==> config.mk <==
export PLATFORM = sky130hd
export DESIGN_NAME = trdt_div
export DESIGN_NICKNAME = d
export VERILOG_FILES = /design/src/hdl/trdt_pkg.sv /design/src/hdl/trdt_div.sv
export SDC_FILE = /design/constraint.sdc
export NUM_CORES = 1
export LEC_CHECK = 0
export ABC_AREA = 1
export BUFFER_PORTS_ARGS = -buffer_cell sky130_fd_sc_hd__buf_2
export CAP_MARGIN = 20
export CORE_MARGIN = 3
export CORE_UTILIZATION = 60
export DETAILED_ROUTE_END_ITERATION = 10
export PLACE_DENSITY = 0.8
export SLEW_MARGIN = 40
export SYNTH_ARGS = -nofsm -noshare
export SYNTH_HDL_FRONTEND = slang
export SYNTH_SLANG_ARGS = --single-unit
==> constraint.sdc <==
create_clock -name clk -period 7 [get_ports clk]
set_input_delay 1.05 -clock clk [delete_from_list [all_inputs] [get_ports clk]]
set_output_delay 1.05 -clock clk [all_outputs]
set_load 0.05 [all_outputs]
==> src/hdl/trdt_pkg.sv <==
// ----------------------------------------------------------------------------
// trdt_pkg: shared types and constants of the triangle raster depth test
// Frame geometry, field widths, action codes and the transaction types that
// run between the front end, the back end and the divider.
// ----------------------------------------------------------------------------
package trdt_pkg;

  // Frame geometry
  localparam int FRAME_WIDTH  = 64;
  localparam int FRAME_HEIGHT = 64;
  localparam int PIXEL_COUNT  = FRAME_WIDTH * FRAME_HEIGHT;
  localparam int ADDR_W       = $clog2(PIXEL_COUNT);
  localparam int COL_W        = $clog2(FRAME_WIDTH);
  localparam int ROW_W        = $clog2(FRAME_HEIGHT);

  // Field widths
  localparam int COORD_W  = 12;
  localparam int DEPTH_W  = 16;
  localparam int COLOR_W  = 32;
  localparam int COUNT_W  = 13;
  localparam int ACTION_W = 2;

  // Datapath widths: edge functions, depth numerators, quotients
  localparam int EDGE_W   = 28;
  localparam int ZDIFF_W  = 18;
  localparam int MUL_W    = EDGE_W + ZDIFF_W;
  localparam int NUM_W    = 48;
  localparam int QUO_W    = 17;
  localparam int DCNT_W   = $clog2(QUO_W + 1);

  localparam logic [COUNT_W-1:0] COUNT_MAX = '1;
  localparam logic [COUNT_W-1:0] CLEAR_COUNT =
    (PIXEL_COUNT > 8191) ? COUNT_MAX : COUNT_W'(PIXEL_COUNT);
  localparam logic [ADDR_W-1:0] ADDR_LAST = ADDR_W'(PIXEL_COUNT - 1);
  localparam logic signed [DEPTH_W-1:0] DEPTH_RESET = {1'b1, {(DEPTH_W-1){1'b0}}};
  localparam logic signed [COORD_W-1:0] COL_LIMIT = COORD_W'(FRAME_WIDTH);
  localparam logic signed [COORD_W-1:0] ROW_LIMIT = COORD_W'(FRAME_HEIGHT);

  // Input actions
  localparam logic [ACTION_W-1:0] ACT_CLEAR = 2'd0;
  localparam logic [ACTION_W-1:0] ACT_DRAW  = 2'd1;
  localparam logic [ACTION_W-1:0] ACT_READ  = 2'd2;
  localparam logic [ACTION_W-1:0] ACT_NONE  = 2'd3;

  // Classified commands handed to the back end
  typedef enum logic [1:0] {
    CMD_CLEAR,
    CMD_DRAW,
    CMD_READ,
    CMD_NOP
  } cmd_kind_t;

  // Queue depths
  localparam int QCNT_W = 2;
  localparam logic [QCNT_W-1:0] QUEUE_DEPTH = 2'd2;

  typedef struct packed {
    cmd_kind_t                   kind;
    logic [ADDR_W-1:0]           read_addr;
    logic signed [COORD_W-1:0]   ax;
    logic signed [COORD_W-1:0]   ay;
    logic signed [COORD_W-1:0]   bx;
    logic signed [COORD_W-1:0]   by;
    logic signed [COORD_W-1:0]   cx;
    logic signed [COORD_W-1:0]   cy;
    logic signed [DEPTH_W-1:0]   za;
    logic signed [DEPTH_W-1:0]   zb;
    logic signed [DEPTH_W-1:0]   zc;
    logic [COLOR_W-1:0]          color;
  } cmd_t;

  // Front to back: head of the command queue
  typedef struct packed {
    logic valid;
    cmd_t cmd;
  } cmdq_t;

  // Back to front: dequeue strobe and reset sweep status
  typedef struct packed {
    logic take;
    logic init_busy;
  } back_ctl_t;

  typedef struct packed {
    logic [COLOR_W-1:0]        color;
    logic signed [DEPTH_W-1:0] depth;
    logic [COUNT_W-1:0]        count;
  } result_t;

  // Edge value is on the inside when zero or of the determinant's sign
  function automatic logic edge_agrees(input logic signed [EDGE_W-1:0] e,
                                       input logic signed [EDGE_W-1:0] det);
    edge_agrees = (e == '0) || (e[EDGE_W-1] == det[EDGE_W-1]);
  endfunction

endpackage

==> src/hdl/trdt_div.sv <==
// ----------------------------------------------------------------------------
// trdt_div: signed restoring divider for interpolated depth
// One quotient bit per cycle, truncating toward zero. The quotient of an
// inside pixel is a weighted mean of the vertex depths and fits QUO_W bits.
// ----------------------------------------------------------------------------
module trdt_div (
  input  logic                                  clk,
  input  logic                                  rst,
  input  logic                                  start,
  input  logic signed [trdt_pkg::NUM_W-1:0]     num,
  input  logic signed [trdt_pkg::EDGE_W-1:0]    den,
  output logic                                  busy,
  output logic signed [trdt_pkg::QUO_W-1:0]     quo
);

  logic [trdt_pkg::NUM_W-1:0]  num_mag;
  logic [trdt_pkg::EDGE_W-1:0] den_mag;
  logic [trdt_pkg::NUM_W-1:0]  rem;
  logic [trdt_pkg::NUM_W-1:0]  dsh;
  logic [trdt_pkg::QUO_W-1:0]  q;
  logic                        neg;
  logic [trdt_pkg::DCNT_W-1:0] cnt;
  logic                        ge;

  // Operand magnitudes
  assign num_mag = num[trdt_pkg::NUM_W-1] ? $unsigned(-num) : $unsigned(num);
  assign den_mag = den[trdt_pkg::EDGE_W-1] ? $unsigned(-den) : $unsigned(den);
  assign ge      = (rem >= dsh);

  // Control
  always_ff @(posedge clk) begin
    if (rst) begin
      busy <= 1'b0;
      cnt  <= '0;
    end else if (start) begin
      busy <= 1'b1;
      cnt  <= trdt_pkg::DCNT_W'(trdt_pkg::QUO_W);
    end else if (busy) begin
      cnt  <= cnt - 1'b1;
      busy <= (cnt != trdt_pkg::DCNT_W'(1));
    end
  end

  // Shift and subtract
  always_ff @(posedge clk) begin
    if (start) begin
      rem <= num_mag;
      dsh <= trdt_pkg::NUM_W'(den_mag) << (trdt_pkg::QUO_W - 1);
      q   <= '0;
      neg <= num[trdt_pkg::NUM_W-1] ^ den[trdt_pkg::EDGE_W-1];
    end else if (busy) begin
      rem <= ge ? (rem - dsh) : rem;
      dsh <= dsh >> 1;
      q   <= {q[trdt_pkg::QUO_W-2:0], ge};
    end
  end

  assign quo = neg ? -$signed(q) : $signed(q);

endmodule

==> results.txt, run 1 <==
The maximum achievable frequency came out at 296 MHz. In this run the critical register-to-register path is launched from rem[0]. The total power density per cell area came out at 247 nW/um2. The clock passes through at most 2 buffers. A synthesized cell averages 5.96 um2. The count of final hold-check violations is 0. The share of the cycle needed by the critical path after routing came out at 48.2%. Wires add up to 34900 um.

In this run the core area contains 49 standard-cell rows. The terminus of the critical flop-to-flop path is rem[31]. In the synthesized netlist the dominant register cell turns out to be edfxtp_1. The final routed DRC violation total is 0. The worst hold path begins at cnt[2].

The final net count is 2090. The global route total overflow is 0. The startpoint type of the worst setup path is a flip-flop. The number of placed instances, taps included, is 2171. The residual antenna-violating net count after detailed routing is 0.

The total of hold buffers inserted after clock tree synthesis came out at 0. The max-slew violation count was 0. The antenna diode count came out at 0. Routability-driven placement finished with a final weighted congestion of 1.04.

Walking the worst path, the cells encountered are inv_1 > ha_1 > nand3_1 > nor2_1 > nand2_1 > nor3_2 > nand3_1 > nand2_1 > o21ai_0 > xor2_1 > buf_2. TritonCTS built the clock tree. The total of cells resized after clock tree synthesis came out at 0. The overall die height came out at 143 um. In this run, synthesis inferred 77 flip-flops with an integrated enable. The worst setup skew after layout is 0.00894 ns. Synthesis produced a netlist with a net count of 2007. The worst hold path terminates at cnt[2].

Setup repair after global routing left no endpoint under its margin. The top fanout value on the critical path came out at 3. The starting density of the core is 61.7%.

The count of buffers inserted at the top-level ports is 96. The standard cell with the maximum stage delay on the critical path is dfxtp_1. Data on the critical path arrives at its endpoint at 2.32 ns.

The first-pass GRT wire length came out at 54800 um. The clock period minus final worst setup slack is 3.37 ns. The critical path is of the flip-flop to output port type. In this run, the number of DRC markers left after iteration 0 of detailed routing was 1073. For this design the static power due to leakage is 6.43 nW. The latest clock arrival within the worst-skew pair came out at 0.44 ns. During synthesis, Yosys emitted a total of 0 warnings.

The initial antenna violation count was 1. The post-synthesis cell type count came out at 45. The clock buffer count from CTS came out at 17. The total area inside the core boundary comes to 18100 um2.

The sequential-to-total area share from yosys stat came out at 27.6%. The flow ran to the end, and the final reports show no timing, DRC or antenna violations. Clock-pin slew was measured on the worst setup and hold paths at 0.06 ns. The cell count after synthesis came out at 1878. The share of async-settable or async-resettable flops after synthesis is 0%. The detailed placer's ending HPWL came out at 27700 um.

Across the run, the number of max-cap violations was 0. The per-cell via count in the routed design came out at 5.55. The worst vdd rail ir drop is 0.210 mV. The number of global-route vias before repair was 10900. The maximum level of the CTS H-tree came out at 4. The synthesis-to-finish area growth came out at 10.9%. Entering global routing, the biggest net connects 63 pins. After synthesis the cells add up to 11200 um2.

The max-slew headroom at the worst pin is 46.0%. The number of primary I/O pins came out at 97. The setup slack of the most critical reg-to-reg path came out at 3.66 ns. The die covers 20300 um2. For the pin with the worst max-slew slack, the measured transition is 0.809 ns. Global routing used 34.3% of the available tracks. The number of setup buffers added after CTS is 0. The number of cells traversed by the worst register-to-register path is 15.

After detailed routing, the average wire length per cell comes to 15.8 um. The number of endpoints failing setup at the final stage came out at 0. The sum of negative setup slack is 0 ns.

The post-route netlist has 9.12% of its cells at a drive strength greater than 1. The non-filler instance count after layout came out at 2203. The cell at the root of the clock tree is clkbuf_16. Counting flops and latches in the post-synthesis netlist gives 116. The largest single stage delay on the critical path is 0.33 ns. For this design, the sink count on the clock tree is 116. The worst hold path cell count came out at 2. Summing over every cut layer, the via total after detailed routing is 12200. The die outline width came out at 143 um. The number of iterations in the first detailed-routing pass came out at 6. The worst setup path is captured at an output port.

The endpoint required time on the critical path came out at 5.95 ns. In this run the worst hold path is classified as flip-flop to flip-flop.
per-layer routing:
| metal | wire [um] | vias up | GRT usage [%] | share of wire (%) |
|---|---|---|---|---|
| li1 | - | 6140 | - | - |
| met1 | 15300 | 5398 | 48.8 | 44 |
| met2 | 14700 | 609 | 52.0 | 42 |
| met3 | 3730 | 81 | 6.99 | 11 |
| met4 | 1190 | 0 | 11.9 | 3.4 |
| met5 | 0 | - | 0 | 0 |
flip-flops by register name (all words and copies together) (netlist names):
register  count
dsh          44
neg           1
rem          48
cnt           5
q            17
busy          1
cell usage in the layout (no fill, tap or decap), drive strengths merged:
master / Yosys / routed
a21o: 1 / 1
a21oi: 81 / 81
a31o: 2 / 2
a31oi: 3 / 3
and2: 3 / 3
and3: 1 / 1
buf: 18 / 101
clkbuf: 19 / 17
clkinv: 0 / 7
dfxtp: 39 / 39
edfxtp: 77 / 77
fa: 1 / 1
ha: 49 / 49
inv: 362 / 370
nand2: 617 / 617
nand3: 138 / 138
nand3b: 6 / 6
nand4: 27 / 27
nor2: 213 / 213
nor3: 24 / 24
nor3b: 4 / 4
nor4: 4 / 4
o21a: 1 / 1
o21ai: 116 / 116
o21bai: 3 / 3
o22ai: 44 / 44
o31ai: 2 / 2
o41ai: 1 / 1
or2: 1 / 1
xor2: 21 / 21
synth_stat cells, types with 2 or more instances:
master    number  area [um2]
a21oi_1       81         405
a31o_2         2        17.5
a31oi_1        3        18.8
and2_1         3        18.8
buf_1          9        33.8
buf_2          5        25.0
buf_6          2        22.5
clkbuf_1      19        71.3
dfxtp_1       39         781
edfxtp_1      77        2310
ha_1          49         613
inv_1        345        1290
inv_2         17        63.8
nand2_1      613        2300
nand2_2        2        12.5
nand2_4        2        22.5
nand3_1      135         676
nand3_4        2        35.0
nand3b_1       6        45.0
nand4_1       27         169
nor2_1       203         762
nor2_2         4        25.0
nor2_4         5        56.3
nor3_1        21         105
nor3_2         3        30.0
nor3b_1        4        30.0
nor4_1         4        25.0
o21ai_0       89         445
o21ai_1       23         115
o21ai_2        2        17.5
o21ai_4        2        32.5
o21bai_1       3        22.5
o22ai_1       44         275
o31ai_1        2        15.0
xor2_1        21         184
worst max-delay path by stage:
| stage | slack [ns] | depth (start not counted) | to | from |
|---|---|---|---|---|
| after floorplan | 3.88 | 14 | rem[0] | rem[0] |
| final | 3.63 | 11 | quo[16] | q[0] |
| after detailed placement | 3.74 | 15 | rem[31] | rem[0] |
| after CTS | 3.61 | 11 | quo[16] | q[0] |
| after global placement | 3.81 | 15 | rem[2] | rem[0] |
| after global routing | 3.37 | 11 | quo[16] | q[0] |
area by class of cell:
class / count / area, um2
Multi-Input combinational cell: 1363 / 6570
Fill cell: 1681 / 5730
Sequential cell: 116 / 3090
Inverter: 362 / 1360
Timing Repair Buffer: 101 / 518
Clock buffer: 17 / 425
Tap cell: 229 / 287
Clock inverter: 15 / 156
logic make-up (layout without fill, tap and decap cells):
family                     after synthesis  in the layout  share of synthesized area [%]
xor gates and xnor gates                21             21                           1.64
and+or+nand+nor                       1038           1038                           38.9
AOI/OAI and AO/OA                      254            254                           12.5
buffers and inverters                  399            495                           13.7
adders and majority gates               50             50                           5.65
DFF                                    116            116                           27.6
report_power, final:
part / total, mW / internal [mW] / switching (mW)
sequential: 0.879 / 0.840 / 0.0391
combinational: 1.32 / 0.400 / 0.922
clock: 0.860 / 0.474 / 0.387
per-stage QoR:
step | hold WS (ns) | utilization, % | area [um2] | worst slack [ns] | power [mW]
3_5_place_dp | 0.478 | 65.2 | 11800 | 3.74 | 2.16
3_3_place_gp | 0.462 | 65.2 | 11800 | 3.81 | 2.14
2_1_floorplan | 0.432 | - | 11200 | 3.88 | 1.82
5_1_grt | 0.515 | 68.4 | 12400 | 3.37 | 3.25
6_report | 0.484 | 68.4 | 12400 | 3.63 | 3.06
4_1_cts | 0.488 | 68.4 | 12400 | 3.61 | 3.03
worst max-delay path: cells and delay by family (launching register included):
kind,cells,cell delay [ns]
and+or+nand+nor,6,0.76
buffers and inverters,2,0.37
DFF,1,0.33
adders and majority gates,1,0.18
xor gates and xnor gates,1,0.13
AOI/OAI and AO/OA,1,0.11
Note: power is estimated with default switching activity, not from simulation.
==> inputs of run 2 (changes only) <==
==> constraint.sdc (replaced) <==
create_clock -name clk -period 3.5 [get_ports clk]
set_input_delay 0.525 -clock clk [delete_from_list [all_inputs] [get_ports clk]]
set_output_delay 0.525 -clock clk [all_outputs]
set_load 0.05 [all_outputs]
==> run 2 against run 1 <==
Final cell count rose by 0.23%; worst hold slack lost 0.19 ns; clock power increased by 100%; cell area rose by 0.28%; largest power group unchanged; highest routed layer unchanged.
==> results.txt, run 2 (same netlist as run 1, synthesis figures left out) <==
Detailed placement ended at an HPWL of 28200 um. The residual antenna-violating net count after detailed routing is 0. Based on the critical path, the design can be clocked at up to 353 MHz. Excluding fillers, the count of instances in the completed layout stands at 2208. Along the worst path, the maximum fanout reaches 3. After the last flow step, the layout net total stands at 2095. The routed design uses 15300 um of met2 wire.

The per-cell via count in the routed design is 5.59. The cell leakage power is 6.46 nW. The cell at the root of the clock tree is clkbuf_16.

The top routing layer in use is met4. The clock buffer count from CTS came out at 17. Clock-pin slew was measured on the worst setup and hold paths at 0.06 ns. The flip-flop count of the largest register, all copies and words added came out at 48.

For this run, the total global-route usage over all layers was measured as 34.9%. The worst endpoint data arrival time is 2.31 ns. After filler insertion, the fill cell instance count of the layout stands at 1693.

During I/O placement, the number of pins put on the boundary was 97. For the worst-skew pair, the clock arrives at the later sink with an insertion delay of 0.44 ns. Leaving out fill and tap cells, the most frequent cells in the layout are 612 x nand2_1, 344 x inv_1, 203 x nor2_1. Leaving out fill and tap cells, the most frequent cell in the layout is nand2_1. The post-placement cell area is 11900 um2. STA classifies the critical path endpoint as an output port. The endpoint required time on the critical path is 2.97 ns. The die covers 20300 um2. The number of clock sinks came out at 116.

The antenna diode count is 0. Summed over all layers, the global routing overflow is 0. The total of hold buffers inserted after clock tree synthesis came out at 0. The sum of routed wire segments on met1 is 15400 um. Dividing total power by cell area gives a power density of 495 nW/um2. The average wire length per cell after detail routing came out at 16.0 um.

The number of DRC violations after detailed-routing iteration 0 came out at 1352. Wires add up to 35300 um. The max-slew headroom at the worst pin came out at 52.5%.

Counting flops per register, the top entry is rem. The flow ran to the end, and the final reports show no timing, DRC or antenna violations. The overall die height is 143 um. The number of endpoints failing setup at the final stage came out at 0.

The worst vdd rail ir drop came out at 0.373 mV. The clock period minus final worst setup slack came out at 2.83 ns. The area growth from synthesis to layout is 11.2%. The initial antenna violation count is 0. The number of iterations in the first detailed-routing pass is 6.

The cell area after layout is 12400 um2. The placeable core area is 18100 um2. For this design, the slowest cell found on the critical path is dfxtp_1. For this run, the slowest stage of the critical path takes 0.33 ns. The maximum level of the CTS H-tree is 4. TritonCTS built the clock tree. The slew of the pin with the lowest slew margin is 0.712 ns.

The startpoint type of the worst setup path is a flip-flop. The met3 routed wirelength is 3560 um. The first-pass GRT wire length came out at 56000 um. The worst hold path belongs to the class input pin to flip-flop. The number of global-route vias before repair is 11200. The total of cells resized after clock tree synthesis came out at 0. The share of the core filled with cells is 68.6%. Once placement completed, the tool counted placed cells totaling 2176. Traced cell by cell, the critical path runs through inv_1 > ha_1 > nand3_1 > nor2_1 > nand2_1 > nor3_2 > nand3_1 > nand2_1 > o21ai_0 > xor2_1 > buf_2.

The largest registers in the layout are rem x48, dsh x44, q x17. The die outline width came out at 143 um. For this block, the via count after detailed routing is 12400. Between clock sinks in the finished design, the worst skew comes to 0.0108 ns. The floorplan row count came out at 49. Setup repair after global routing left no endpoint under its margin. The clock passes through at most 2 buffers. The kind of critical path is flip-flop to output port. The largest net degree at the start of global routing came out at 60.

The max-slew violation count is 0. The fraction of layout instances using a drive strength above 1 came out at 9.35%. For this run, design rule violations remaining after detail routing come to 0. The starting density of the core came out at 61.7%. Across the run, the number of max-cap violations was 0.

The count of buffers inserted at the top-level ports came out at 96. The number of setup buffers added after CTS came out at 0. The share of the cycle needed by the critical path after routing came out at 80.9%. The last weighted congestion value of the routability-driven placer is 1.06.

The count of final hold-check violations was 0. Summed over all failing endpoints, the final setup total negative slack is 0 ns.
-- run 2: stage by stage --
step                      total power, mW  worst slack, ns  hold slack (ns)
after floorplan                      3.63            0.378            0.432
after global placement               4.30            0.905            0.461
after detailed placement             4.34            0.805            0.465
after CTS                            6.09            0.658            0.291
after global routing                 6.56            0.347            0.298
final                                6.17            0.670            0.293
-- run 2: path summary, 6_finish.rpt --
check | from | to | slack [ns] | depth (start not counted)
hold / removal | rst | cnt[3] | 0.29 | 2
setup reg to reg | rem[0] | rem[16] | 0.75 | 15
hold reg to reg | dsh[0] | dsh[0] | 0.48 | 2
setup / recovery | q[0] | quo[16] | 0.67 | 11
-- run 2: layer usage --
metal  up-vias  GRT usage [%]
met5         -              0
met4         0           11.2
met3        93           6.12
met2       649           54.9
met1      5452           48.9
li1       6156              -
-- run 2: area by class of cell --
cell class,instances,area (um2),area share [%]
Timing Repair Buffer,106,556,4.46
Multi-Input combinational cell,1363,6570,52.8
Clock buffer,18,450,3.62
Clock inverter,14,128,1.03
Inverter,362,1360,11.0
Sequential cell,116,3090,24.8
Tap cell,229,287,2.30
-- run 2: power by group --
group | internal [mW] | leakage, nW | total (mW) | switching [mW]
clock network | 0.985 | 0.293 | 1.75 | 0.762
logic | 0.807 | 5.07 | 2.67 | 1.86
registers | 1.68 | 1.10 | 1.75 | 0.0703
-- run 2: worst max-delay path: cells and delay by family, from the launching register on --
family	cells	cell delay, ns
xor+xnor	1	0.13
flops	1	0.33
simple gates	6	0.75
compound gates	1	0.12
buf+inv	2	0.37
fa+ha+maj	1	0.18
